## config.mk

```make
export PLATFORM = sky130hd
export DESIGN_NAME = greedy_gated_nearest_match_unit
export DESIGN_NICKNAME = d
export VERILOG_FILES = /design/src/design/ggnm_pkg.sv /design/src/design/ggnm_cell.sv /design/src/design/ggnm_dist.sv /design/src/design/greedy_gated_nearest_match_unit.sv
export SDC_FILE = /design/constraint.sdc
export NUM_CORES = 2
export LEC_CHECK = 0
export BUFFER_PORTS_ARGS = -buffer_cell sky130_fd_sc_hd__buf_2
export CAP_MARGIN = 10
export CORE_MARGIN = 2
export CORE_UTILIZATION = 64
export DETAILED_ROUTE_END_ITERATION = 16
export PLACE_DENSITY = 0.79
export SLEW_MARGIN = 20
export SYNTH_ARGS = -nofsm -noshare
export SYNTH_HDL_FRONTEND = slang
export SYNTH_HIERARCHICAL = 1
export SYNTH_SLANG_ARGS = --single-unit
export TNS_END_PERCENT = 30
```

## constraint.sdc

```tcl
create_clock -name clk -period 8.1 [get_ports clk]
set_clock_uncertainty 0.2 [all_clocks]
set_input_delay 0 -clock clk [delete_from_list [all_inputs] [get_ports clk]]
set_output_delay 0 -clock clk [all_outputs]
set_load 0.01 [all_outputs]
```

## src/design/ggnm_pkg.sv

```systemverilog
// ----------------------------------------------------------------------------
// ggnm_pkg: shared types and constants for the gated nearest-match unit
// Coordinate, gate and distance widths, item mode codes and the control
// bundles that pass between the top level, the centroid cells and the
// distance pipeline.
// ----------------------------------------------------------------------------
package ggnm_pkg;

	localparam int COORD_W          = 16;          // signed Q5.10 metres
	localparam int GATE_W           = 15;          // unsigned Q5.10 metres
	localparam int MAG_W            = COORD_W;     // |a - b| of two COORD_W values
	localparam int SQ_W             = 2 * MAG_W;   // one squared difference
	localparam int D2_W             = SQ_W + 1;    // sum of two squares
	localparam int IDX_OUT_W        = 6;           // width of the reported match index
	localparam int MAX_CLUSTERS_DEF = 64;

	localparam logic [GATE_W-1:0] GATE_RESET = GATE_W'(205);  // 0.2 m

	localparam logic MODE_CLUSTER = 1'b0;
	localparam logic MODE_BEACON  = 1'b1;

	// per-cell control, decoded in the top level
	typedef struct packed {
		logic shift;     // take the neighbor's entry (ring rotation)
		logic load;      // write a new centroid into this cell
		logic clr_used;  // start of a new scan: drop the used mark
		logic mark;      // this cell won the last query
	} ggnm_cell_ctl_t;

	// beat tag that travels alongside the distance pipeline
	typedef struct packed {
		logic vld;       // a centroid is in this stage
		logic elig;      // stored and not yet used
	} ggnm_tag_t;

endpackage

```

## src/design/ggnm_cell.sv

```systemverilog
// ----------------------------------------------------------------------------
// ggnm_cell: one centroid slot of the rotating centroid ring
// Holds one centroid and its used mark; during a scan it takes its
// neighbor's contents every cycle.
// ----------------------------------------------------------------------------
module ggnm_cell import ggnm_pkg::*; (
	input  logic                      clk,
	input  logic                      arst_n,
	input  ggnm_cell_ctl_t            ctl,
	input  logic signed [COORD_W-1:0] wr_x,
	input  logic signed [COORD_W-1:0] wr_y,
	input  logic signed [COORD_W-1:0] nxt_x,
	input  logic signed [COORD_W-1:0] nxt_y,
	input  logic                      nxt_used,
	output logic signed [COORD_W-1:0] x,
	output logic signed [COORD_W-1:0] y,
	output logic                      used
);

	logic signed [COORD_W-1:0] x_q;
	logic signed [COORD_W-1:0] y_q;
	logic                      used_q;

	// centroid payload: no reset, never read before written
	always_ff @(posedge clk) begin
		if (ctl.shift) begin
			x_q <= nxt_x;
			y_q <= nxt_y;
		end else if (ctl.load) begin
			x_q <= wr_x;
			y_q <= wr_y;
		end
	end

	always_ff @(posedge clk or negedge arst_n) begin
		if (!arst_n) begin
			used_q <= 1'b0;
		end else if (ctl.clr_used) begin
			used_q <= 1'b0;
		end else if (ctl.shift) begin
			used_q <= nxt_used;
		end else if (ctl.mark) begin
			used_q <= 1'b1;
		end
	end

	assign x    = x_q;
	assign y    = y_q;
	assign used = used_q;

endmodule

```

## src/design/ggnm_dist.sv

```systemverilog
// ----------------------------------------------------------------------------
// ggnm_dist: two-stage squared-distance pipeline
// s1 registers the absolute coordinate differences, s2 the two squares.
// The centroid, its index and its tag ride along.
// ----------------------------------------------------------------------------
module ggnm_dist import ggnm_pkg::*; #(
	parameter int IDX_W = 6
) (
	input  logic                      clk,
	input  logic                      arst_n,
	input  ggnm_tag_t                 tag,
	input  logic [IDX_W-1:0]          idx,
	input  logic signed [COORD_W-1:0] qx,
	input  logic signed [COORD_W-1:0] qy,
	input  logic signed [COORD_W-1:0] cx,
	input  logic signed [COORD_W-1:0] cy,
	output ggnm_tag_t                 tag_s2,
	output logic [IDX_W-1:0]          idx_s2,
	output logic signed [COORD_W-1:0] cx_s2,
	output logic signed [COORD_W-1:0] cy_s2,
	output logic [SQ_W-1:0]           sqx_s2,
	output logic [SQ_W-1:0]           sqy_s2
);

	logic signed [COORD_W:0]   dx;
	logic signed [COORD_W:0]   dy;
	logic [COORD_W:0]          mx;
	logic [COORD_W:0]          my;

	ggnm_tag_t                 tag_s1;
	logic [IDX_W-1:0]          idx_s1;
	logic signed [COORD_W-1:0] cx_s1;
	logic signed [COORD_W-1:0] cy_s1;
	logic [MAG_W-1:0]          magx_s1;
	logic [MAG_W-1:0]          magy_s1;

	assign dx = (COORD_W+1)'(qx) - (COORD_W+1)'(cx);
	assign dy = (COORD_W+1)'(qy) - (COORD_W+1)'(cy);
	// magnitude of a difference of two 16-bit values fits 16 bits
	assign mx = dx[COORD_W] ? (COORD_W+1)'(-dx) : (COORD_W+1)'(dx);
	assign my = dy[COORD_W] ? (COORD_W+1)'(-dy) : (COORD_W+1)'(dy);

	always_ff @(posedge clk or negedge arst_n) begin
		if (!arst_n) begin
			tag_s1 <= '0;
			tag_s2 <= '0;
		end else begin
			tag_s1 <= tag;
			tag_s2 <= tag_s1;
		end
	end

	always_ff @(posedge clk) begin
		idx_s1  <= idx;
		cx_s1   <= cx;
		cy_s1   <= cy;
		magx_s1 <= mx[MAG_W-1:0];
		magy_s1 <= my[MAG_W-1:0];

		idx_s2  <= idx_s1;
		cx_s2   <= cx_s1;
		cy_s2   <= cy_s1;
		sqx_s2  <= SQ_W'(magx_s1) * SQ_W'(magx_s1);
		sqy_s2  <= SQ_W'(magy_s1) * SQ_W'(magy_s1);
	end

endmodule

```

## src/design/greedy_gated_nearest_match_unit.sv

```systemverilog
// ----------------------------------------------------------------------------
// greedy_gated_nearest_match_unit: greedy gated nearest-centroid matcher
// Stores cluster centroids in a ring of cells and matches beacon positions
// to the nearest unused centroid inside the gate.
// ----------------------------------------------------------------------------
// A cluster beat (mode 0) is taken and written into the next free
// cell; once MAX_CLUSTERS centroids are held, further clusters are dropped.
// A beacon beat (mode 1) rotates the whole ring of MAX_CLUSTERS cells once
// past a single squared-distance unit, one centroid per cycle, so a beacon
// occupies the block for a full pass of the ring and the pipeline drain,
// whatever the fill level. The nearest unused centroid with dist^2 <
// gate_distance^2 wins, the lowest index on a tie; it is marked used and
// one result beat is emitted (all zero when nothing matched). start_scan=1
// empties the store and clears every used mark before its beat is handled.
// A new input beat is taken while a result still waits at the output
// register. The user must write gate_distance through the cfg channel only
// while the block is idle; the block itself does not enforce this.
// ----------------------------------------------------------------------------
module greedy_gated_nearest_match_unit import ggnm_pkg::*; #(
	parameter int MAX_CLUSTERS = MAX_CLUSTERS_DEF
) (
	input  logic                      clk,
	input  logic                      arst_n,

	// configuration
	input  logic                      cfg_valid,
	output logic                      cfg_ready,
	input  logic [GATE_W-1:0]         gate_distance,

	// input beats
	input  logic                      in_valid,
	output logic                      in_ready,
	input  logic                      mode,
	input  logic                      start_scan,
	input  logic signed [COORD_W-1:0] pos_x,
	input  logic signed [COORD_W-1:0] pos_y,

	// result beats
	output logic                      out_valid,
	input  logic                      out_ready,
	output logic                      matched,
	output logic [IDX_OUT_W-1:0]      match_index,
	output logic signed [COORD_W-1:0] centroid_x,
	output logic signed [COORD_W-1:0] centroid_y
);

	localparam int IDX_W  = $clog2(MAX_CLUSTERS);
	localparam int CNT_W  = $clog2(MAX_CLUSTERS + 1);
	localparam int WIDE_W = (IDX_W > IDX_OUT_W) ? IDX_W : IDX_OUT_W;

	// controller states
	localparam logic [1:0] ST_IDLE  = 2'd0;
	localparam logic [1:0] ST_SCAN  = 2'd1;
	localparam logic [1:0] ST_DRAIN = 2'd2;

	logic [1:0]                state_q;
	logic [IDX_W-1:0]          scan_cnt_q;
	logic [CNT_W-1:0]          count_q;
	logic [GATE_W-1:0]         gate_q;
	logic signed [COORD_W-1:0] qx_q;
	logic signed [COORD_W-1:0] qy_q;

	// running best of the current scan
	logic [D2_W-1:0]           best_q;
	logic [IDX_W-1:0]          best_idx_q;
	logic signed [COORD_W-1:0] best_x_q;
	logic signed [COORD_W-1:0] best_y_q;
	logic                      found_q;

	// output register
	logic                      out_valid_q;
	logic                      matched_q;
	logic [IDX_OUT_W-1:0]      index_q;
	logic signed [COORD_W-1:0] cx_q;
	logic signed [COORD_W-1:0] cy_q;

	logic                      in_acc;
	logic                      scan_last;
	logic                      emit;
	logic [CNT_W-1:0]          count_eff;
	logic                      store_ok;
	logic [2*GATE_W-1:0]       gate_sq;
	logic [D2_W-1:0]           d2;
	logic                      better;
	logic [WIDE_W-1:0]         best_idx_wide;

	// ring of cells
	logic signed [COORD_W-1:0] cell_x [MAX_CLUSTERS];
	logic signed [COORD_W-1:0] cell_y [MAX_CLUSTERS];
	logic [MAX_CLUSTERS-1:0]   cell_used;

	// distance pipeline
	ggnm_tag_t                 head_tag;
	ggnm_tag_t                 tag_s2;
	logic [IDX_W-1:0]          idx_s2;
	logic signed [COORD_W-1:0] cx_s2;
	logic signed [COORD_W-1:0] cy_s2;
	logic [SQ_W-1:0]           sqx_s2;
	logic [SQ_W-1:0]           sqy_s2;

	assign cfg_ready = 1'b1;
	assign in_ready  = (state_q == ST_IDLE);
	assign in_acc    = in_valid && in_ready;
	assign scan_last = (scan_cnt_q == IDX_W'(MAX_CLUSTERS - 1));

	// store fill level as seen by this beat, after an optional clear
	assign count_eff = start_scan ? '0 : count_q;
	assign store_ok  = (count_eff < CNT_W'(MAX_CLUSTERS));

	// result leaves once the pipeline is empty and the output slot is free
	assign emit = (state_q == ST_DRAIN) && !tag_s2.vld && !head_tag.vld
		&& (!out_valid_q || out_ready);

	assign gate_sq = (2*GATE_W)'(gate_q) * (2*GATE_W)'(gate_q);

	// ---------------------------------------------------------------- cells
	// During a scan cell i takes cell i+1, so cell 0 (the head) presents
	// entry k in scan cycle k; after MAX_CLUSTERS shifts every entry is home.
	for (genvar i = 0; i < MAX_CLUSTERS; i++) begin : g_cell
		ggnm_cell_ctl_t ctl;

		assign ctl.shift    = (state_q == ST_SCAN);
		assign ctl.load     = in_acc && (mode == MODE_CLUSTER) && store_ok
			&& (count_eff == CNT_W'(i));
		assign ctl.clr_used = in_acc && start_scan;
		assign ctl.mark     = emit && found_q && (best_idx_q == IDX_W'(i));

		ggnm_cell u_cell (
			.clk      (clk),
			.arst_n   (arst_n),
			.ctl      (ctl),
			.wr_x     (pos_x),
			.wr_y     (pos_y),
			.nxt_x    (cell_x[(i + 1) % MAX_CLUSTERS]),
			.nxt_y    (cell_y[(i + 1) % MAX_CLUSTERS]),
			.nxt_used (cell_used[(i + 1) % MAX_CLUSTERS]),
			.x        (cell_x[i]),
			.y        (cell_y[i]),
			.used     (cell_used[i])
		);
	end

	// ---------------------------------------------------- distance pipeline
	// an entry takes part only if it is stored and not yet used
	assign head_tag.vld  = (state_q == ST_SCAN);
	assign head_tag.elig = ((CNT_W)'(scan_cnt_q) < count_q) && !cell_used[0];

	ggnm_dist #(
		.IDX_W (IDX_W)
	) u_dist (
		.clk    (clk),
		.arst_n (arst_n),
		.tag    (head_tag),
		.idx    (scan_cnt_q),
		.qx     (qx_q),
		.qy     (qy_q),
		.cx     (cell_x[0]),
		.cy     (cell_y[0]),
		.tag_s2 (tag_s2),
		.idx_s2 (idx_s2),
		.cx_s2  (cx_s2),
		.cy_s2  (cy_s2),
		.sqx_s2 (sqx_s2),
		.sqy_s2 (sqy_s2)
	);

	// strict compare keeps the earliest index on a tie
	assign d2     = D2_W'(sqx_s2) + D2_W'(sqy_s2);
	assign better = tag_s2.vld && tag_s2.elig && (d2 < best_q);

	// ----------------------------------------------------------- controller
	always_ff @(posedge clk or negedge arst_n) begin
		if (!arst_n) begin
			state_q    <= ST_IDLE;
			scan_cnt_q <= '0;
			count_q    <= '0;
			gate_q     <= GATE_RESET;
			found_q    <= 1'b0;
		end else begin
			if (cfg_valid && cfg_ready) begin
				gate_q <= gate_distance;
			end
			unique case (state_q)
				ST_IDLE: begin
					if (in_acc) begin
						count_q <= count_eff + CNT_W'((mode == MODE_CLUSTER) && store_ok);
						if (mode == MODE_BEACON) begin
							scan_cnt_q <= '0;
							found_q    <= 1'b0;
							state_q    <= ST_SCAN;
						end
					end
				end
				ST_SCAN: begin
					if (scan_last) begin
						scan_cnt_q <= '0;
						state_q    <= ST_DRAIN;
					end else begin
						scan_cnt_q <= scan_cnt_q + IDX_W'(1);
					end
					if (better) begin
						found_q <= 1'b1;
					end
				end
				ST_DRAIN: begin
					if (better) begin
						found_q <= 1'b1;
					end
					if (emit) begin
						state_q <= ST_IDLE;
					end
				end
				default: begin
					state_q <= ST_IDLE;
				end
			endcase
		end
	end

	// query position and running best: payload, no reset
	always_ff @(posedge clk) begin
		if (in_acc && (mode == MODE_BEACON)) begin
			qx_q   <= pos_x;
			qy_q   <= pos_y;
			best_q <= D2_W'(gate_sq);
		end else if (better) begin
			best_q     <= d2;
			best_idx_q <= idx_s2;
			best_x_q   <= cx_s2;
			best_y_q   <= cy_s2;
		end
	end

	// ------------------------------------------------------- output register
	assign best_idx_wide = WIDE_W'(best_idx_q);

	always_ff @(posedge clk or negedge arst_n) begin
		if (!arst_n) begin
			out_valid_q <= 1'b0;
		end else if (emit) begin
			out_valid_q <= 1'b1;
		end else if (out_ready) begin
			out_valid_q <= 1'b0;
		end
	end

	always_ff @(posedge clk) begin
		if (emit) begin
			matched_q <= found_q;
			index_q   <= found_q ? best_idx_wide[IDX_OUT_W-1:0] : '0;
			cx_q      <= found_q ? best_x_q : '0;
			cy_q      <= found_q ? best_y_q : '0;
		end
	end

	assign out_valid   = out_valid_q;
	assign matched     = matched_q;
	assign match_index = index_q;
	assign centroid_x  = cx_q;
	assign centroid_y  = cy_q;

`ifndef SYNTHESIS
	// the fill level never runs past the ring
	a_count_bound: assert property (@(posedge clk) disable iff (!arst_n)
		count_q <= CNT_W'(MAX_CLUSTERS))
		else $error("centroid count above capacity");

	// a winner is always a stored entry
	a_winner_stored: assert property (@(posedge clk) disable iff (!arst_n)
		(emit && found_q) |-> ((CNT_W)'(best_idx_q) < count_q))
		else $error("matched index beyond stored centroids");

	// no beat in the last stage of the distance pipeline while idle
	a_idle_empty: assert property (@(posedge clk) disable iff (!arst_n)
		(state_q == ST_IDLE) |-> !tag_s2.vld)
		else $error("distance pipeline busy while idle");

	// a result without a match carries zero fields
	a_nomatch_zero: assert property (@(posedge clk) disable iff (!arst_n)
		(out_valid && !matched) |-> (match_index == '0 && centroid_x == '0
			&& centroid_y == '0))
		else $error("unmatched result with nonzero fields");
`endif

endmodule
```

# Yosys cells after proc, flatten, opt, wreduce, memory -nomap -nowiden
# Index checks and enable logic that the tools add are counted.
classes:
  addsub: 7
  multipliers: 3
  n_div: 0
  magnitude_cmp: 3
  eq_ne: 134
  shift: 0
  muxes: 468
  n_bitwise: 2
  n_reduce_logical: 287
ops:
  columns: ["cell", "count"]
  rows:
  - ["$mux W16", 258]
  - ["$eq A7 B6 Y1 const B", 32]
  - ["$eq A6 B6 Y1 const B", 33]
  - ["$mux W1", 197]
  - ["$reduce_bool A3 Y1", 64]
  - ["$logic_and A1 B1 Y1", 141]
  - ["$reduce_bool A2 Y1", 68]
  - ["$eq A7 B5 Y1 const B", 16]
  - ["$eq A6 B5 Y1 const B", 16]
  - ["$mul A16 B16 Y32", 2]
  - ["$mux W30", 2]
  - ["$eq A7 B4 Y1 const B", 8]
  - ["$eq A6 B4 Y1 const B", 8]
  - ["$sub A16 B16 Y17", 2]
  - ["$add A32 B32 Y33", 1]
  - ["$lt A33 B33 Y1", 1]
  - ["$neg A16 Y16", 2]
  - ["$mul A15 B15 Y30", 1]
  - ["$eq A7 B3 Y1 const B", 4]
  - ["$eq A6 B3 Y1 const B", 4]
  - ["$mux W6", 3]
  - ["$eq A7 B2 Y1 const B", 2]
  - ["$eq A6 B2 Y1 const B", 2]
  - ["$pmux W6 S2", 1]
  - ["other kinds (24)", 36]
totals:
  regBits: 2462
  latch_bits: 0
  ram_bits: 0
  rom_bits: 0
  output_inout_bits: 42
  word_cells: 1127
  memories: 0

# Logic depth before layout (Yosys ltp)
depth:
  ltp_word: 9
  mapped_depth: 25
  mapped_depth_nobuf: 24

# Hierarchy
# The synthesis kept the hierarchy.
by_module_without_submodules:
  columns: ["mod", "n_inst", "cells_each", "area_per_inst_um2"]
  rows:
  - ["ggnm_cell", 64, 73, 1536.5]
  - ["ggnm_dist", 1, 2190, 20488.4]
  - ["greedy_gated_nearest_match_unit", 1, 1661, 15984.1]

# Worst setup path after synthesis
# No wires, ideal clock.
synth_timing:
  path_kind: "reg2reg"
  startpoint: "register gate_q[2]"
  endpoint: "register best_q[29], data pin"
  setup_time_ns: 0.260
  arrival_ns: 5.757
  required_time_ns: 7.640
  path_slack_ns: 1.883
  stages_incl_launch_ff: 22
  n_path_buf: 1
  period_less_slack_ns: 6.217
  path_cell_list: "dfstp_2 -> clkbuf_1 -> nand2_1 -> fa_1 -> fa_1 -> inv_1 -> fa_1 -> fa_1 -> fa_1 -> inv_1 -> fa_1 -> inv_1 -> ha_1 -> o211ai_1 -> a21boi_1 -> nand4_1 -> o21ai_2 -> nand4_1 -> a21oi_1 -> a311oi_1 -> xnor2_1 -> mux2_2"
synth_via:
  elab_chain_cells: 2
synth_rtl:
  columns: ["element", "line_no", "rtl"]
  rows:
  - ["start, declared", "greedy_gated_nearest_match_unit.sv:59", "logic [GATE_W-1:0] gate_q;"]
  - ["start signal, assigned", "greedy_gated_nearest_match_unit.sv:181", "gate_q <= gate_distance;"]
  - ["$mul A15 B15 Y30", "greedy_gated_nearest_match_unit.sv:114", "assign gate_sq = (2*GATE_W)'(gate_q) * (2*GATE_W)'(gate_q);"]
  - ["$mux W30", "greedy_gated_nearest_match_unit.sv:222", "if (in_acc && (mode == MODE_BEACON)) begin"]
  - ["end signal, assigned", "greedy_gated_nearest_match_unit.sv:225", "best_q <= D2_W'(gate_sq);"]
  - ["end, declared", "greedy_gated_nearest_match_unit.sv:64", "logic [D2_W-1:0] best_q;"]
# No other way between the ends.
# A chain may end at the register's enable or synchronous reset.

# Worst setup path in the final report
layout_timing:
  startpoint: "register u_dist.magy_s1[13]"
  endpoint: "register u_dist.sqy_s2[30]"
layout_via:
  elab_chain_cells: 1
layout_rtl:
  columns: ["element", "line_no", "rtl"]
  rows:
  - ["start, declared", "ggnm_dist.sv:35", "logic [MAG_W-1:0] magy_s1;"]
  - ["start signal, assigned", "ggnm_dist.sv:58", "magy_s1 <= my[MAG_W-1:0];"]
  - ["$mul A16 B16 Y32", "ggnm_dist.sv:64", "sqy_s2 <= SQ_W'(magy_s1) * SQ_W'(magy_s1);"]
  - ["end signal, assigned", "ggnm_dist.sv:64", null]
  - ["end, declared", "ggnm_dist.sv:22", "output logic [SQ_W-1:0] sqy_s2"]
# No other way between the ends.

==> impl_metrics.env <==
export IMPL_clock_latency_ps=890
export IMPL_die_width_um=463
export IMPL_cp_end_kind="flop"
export IMPL_regArea_um2=71600
export IMPL_grt_start_max_net_pins=164
export IMPL_synth_most_common_cell="edfxtp_1"
export IMPL_drt_vias_per_instance=5.92
export IMPL_rrSetupSlack_ps=1170
export IMPL_outcome="finished, final reports clean"
export IMPL_drt_wirelength_per_cell_um=23.9
export IMPL_avgSynthCellArea_um2=15.8
export IMPL_synth_cell_type_count=110
export IMPL_drtPass1Iterations=6
export IMPL_drtIter0Drc=6140
export IMPL_synth_area_leaders="edfxtp_1, mux2_4, fa_1"
export IMPL_drive_gt1_share_pct=30.8
export IMPL_hold_viol=0
export IMPL_setup_violations=0
export IMPL_dp_hpwl_um=163000
export IMPL_min_path_cells=0
export IMPL_synth_seq_area_share_pct=53.1
export IMPL_slew_viol_final=0
export IMPL_worst_path_max_fanout=15
export IMPL_grtUsageTotal_pct=25.9
export IMPL_rsz0062_at_grt="false"
export IMPL_grt_pass1_wl_um=434000
export IMPL_worstSetupPathType="reg2reg"
export IMPL_synth_area_leader_cell="edfxtp_1"
export IMPL_fin_ws_ps=1170
export IMPL_cts_clk_slew_worst_paths_ps=60
export IMPL_num_fill_cells=13500
export IMPL_min_delay_start="u_dist/cy_s1[2]$_DFF_P_"
export IMPL_r2r_end="u_dist/sqy_s2[30]$_DFF_P_"
export IMPL_crit_buf_inv=4
export IMPL_ys_flop_type="edfxtp_1"
export IMPL_port_buffers=94
export IMPL_grt_pass1_vias=72700
export IMPL_ys_warn_count=6
export IMPL_crit_chain="inv_1 -> nor2_1 -> ha_1 -> xor2_1 -> fa_1 -> inv_1 -> fa_1 -> fa_1 -> fa_1 -> inv_1 -> fa_1 -> inv_1 -> ha_1 -> and3_1 -> nand2_1 -> nor3_1 -> nand3_1 -> nand3_1 -> o41ai_1 -> o211ai_1 -> a31oi_1 -> xnor2_1"
export IMPL_ctsResizeCount=0
export IMPL_fin_crit_sh_pct=85.6
export IMPL_worstPathRequired_ps=8670
export IMPL_numCtsBuffers=240
export IMPL_globalplace_congestion=0.878
export IMPL_ys_ff_latch=2460
export IMPL_ant_nets=0
export IMPL_grt_antenna_before_repair=10
export IMPL_nets=9585
export IMPL_min_period_ps=6930
export IMPL_totalWireLength_um=280000
export IMPL_cts_tree="yes"
export IMPL_max_freq_mhz=144
export IMPL_max_cap_violations=0
export IMPL_core_um2=210000
export IMPL_maxSlewHeadroom_pct=22.2
export IMPL_area_delta_synth_final_pct=6.72
export IMPL_pre_cts_slack_ps=1300
export IMPL_setup_tns_ps=0
export IMPL_max_stage_delay_ps=760
export IMPL_synth_edf_count=2187
export IMPL_tightest_slew_ps=1170
export IMPL_grt_remaining_overflow=0
export IMPL_ctsHtreeMaxLevel=4
export IMPL_crit_top_cell="fa_1"
export IMPL_clockRootBuffer="clkbuf_16"
export IMPL_drc=0
export IMPL_hold_ws_ps=125
export IMPL_clockBufferDepth=3
export IMPL_reg2reg_depth=22
export IMPL_num_vias=69300
export IMPL_io_pins=96
export IMPL_critical_path_top_delay_family="adder cells"
export IMPL_start_kind="flop"
export IMPL_reg2reg_from="u_dist/magy_s1[13]$_DFF_P_"
export IMPL_netlist_area_um2=135000
export IMPL_row_count=168
export IMPL_min_path_type="reg2reg"
export IMPL_initial_core_util_pct=64.3
export IMPL_critPathSlowestCell="dfxtp_1"
export IMPL_die_h_um=463
export IMPL_cts_sinks=2460
export IMPL_ys_async_sr_fraction_pct=4.07
export IMPL_cp_arrival_ps=7500
export IMPL_die_area_um2=214000
export IMPL_synth_top_area_share_pct=48.7
export IMPL_synthCells=8523
export IMPL_multiInputGateArea_um2=55600
export IMPL_netlist_top_cells_count="edfxtp_1, mux2_4, inv_1"
export IMPL_hold_path_end="u_dist/cy_s2[2]$_DFF_P_"
## how the worst max path moves through the flow
stage | startpoint | to | slack (ps) | cells after the start
floorplan | gate_q[2]$_DFFE_PN1P_ | best_q[29]$_DFFE_PP_ | 1880 | 21
global placement | u_dist/magx_s1[2]$_DFF_P_ | u_dist/sqx_s2[31]$_DFF_P_ | 1380 | 23
detailed placement | u_dist/magy_s1[3]$_DFF_P_ | u_dist/sqy_s2[30]$_DFF_P_ | 1300 | 22
CTS | u_dist/magy_s1[3]$_DFF_P_ | u_dist/sqy_s2[30]$_DFF_P_ | 1220 | 22
global route | u_dist/magy_s1[3]$_DFF_P_ | u_dist/sqy_s2[26]$_DFF_P_ | 770 | 22
finish | u_dist/magy_s1[13]$_DFF_P_ | u_dist/sqy_s2[30]$_DFF_P_ | 1170 | 22
## final cells by class
type                    count  area share (%)
diodes                     18          0.0313
clock buffers             302            4.43
clock inverters           150            1.09
inverters                 803            2.10
multi-input cells        4909            38.6
flip-flops and latches   2460            49.8
well taps                2805            2.44
repair buffers            252            1.50
## through the flow
stage / cell area (um^2) / util (%) / instances
after global routing: 144000 / 68.6 / 11700
after CTS: 144000 / 68.6 / 11700
after floorplan: 135000 / - / 8524
after detailed placement: 135000 / 64.3 / 11100
after global placement: 135000 / 64.3 / 11100
final: 144000 / 68.7 / 11700
## cells by family after synthesis
family,count (synthesis),synth area share (%)
mux,2077,22.2
compound gates,505,2.56
simple gates,1277,4.67
xor+xnor,182,1.19
flops,2460,53.1
buf+inv,1155,5.67
other cells,2,0.00557
fa+ha+maj,865,10.6
## sequential cells by signal, summed over array words and instances (netlist names), 31 cells and up
register / count
best_q: 33
g_cell.u_cell/used: 64
g_cell.u_cell/x: 1024
g_cell.u_cell/y: 1024
u_dist/sqx_s2: 31
u_dist/sqy_s2: 31
## metal layers
metal	wire length (um)	vias up	part of all wire, %	track usage (%)
met4	7290	0	2.6	7.02
li1	-	30800	-	-
met3	15700	413	5.6	3.52
met2	135000	2099	48	42.2
met1	122000	36000	44	36.9
met5	0	-	0	0
## worst register-to-register path: cells and delay by family (launching register included)
| family | cells | cell delay, ps |
|---|---|---|
| AOI/OAI and AO/OA | 3 | 1150 |
| xor gates and xnor gates | 2 | 320 |
| adders and majority gates | 7 | 3080 |
| buffers and inverters | 4 | 440 |
| DFF | 1 | 760 |
| and+or+nand+nor | 6 | 870 |
## cells in the final DEF (no fill, tap or decap), drive strengths merged, types with 7 or more instances in the layout
master / instances
dfxtp: 173
nor2b: 93
clkinv: 109
o21a: 22
clkbuf: 302
edfxtp: 2187
or3: 8
xnor2: 115
o31ai: 11
inv: 814
nor2: 265
mux2: 2070
a211oi: 22
ha: 403
o211ai: 14
diode: 18
buf: 156
o21ai: 98
and3: 23
nand3: 46
a2111oi: 8
fa: 462
or2: 79
xor2: 67
nand2: 372
bufinv: 21
clkinvlp: 9
a21oi: 155
and2: 159
dlygate4sd3: 96
mux2i: 7
o21bai: 26
a21o: 70
nand2b: 24
dfrtp: 95
nand4: 17
nor3: 161
a31oi: 21
## timing repair
item                      in CTS  in global routing
hold endpoints to repair    2190                  0
setup buffers                  0                  0
hold buffers                  97                  0
Power is not shown: default switching activity piles up to over one toggle a cycle in this logic, so the estimate is an artifact.
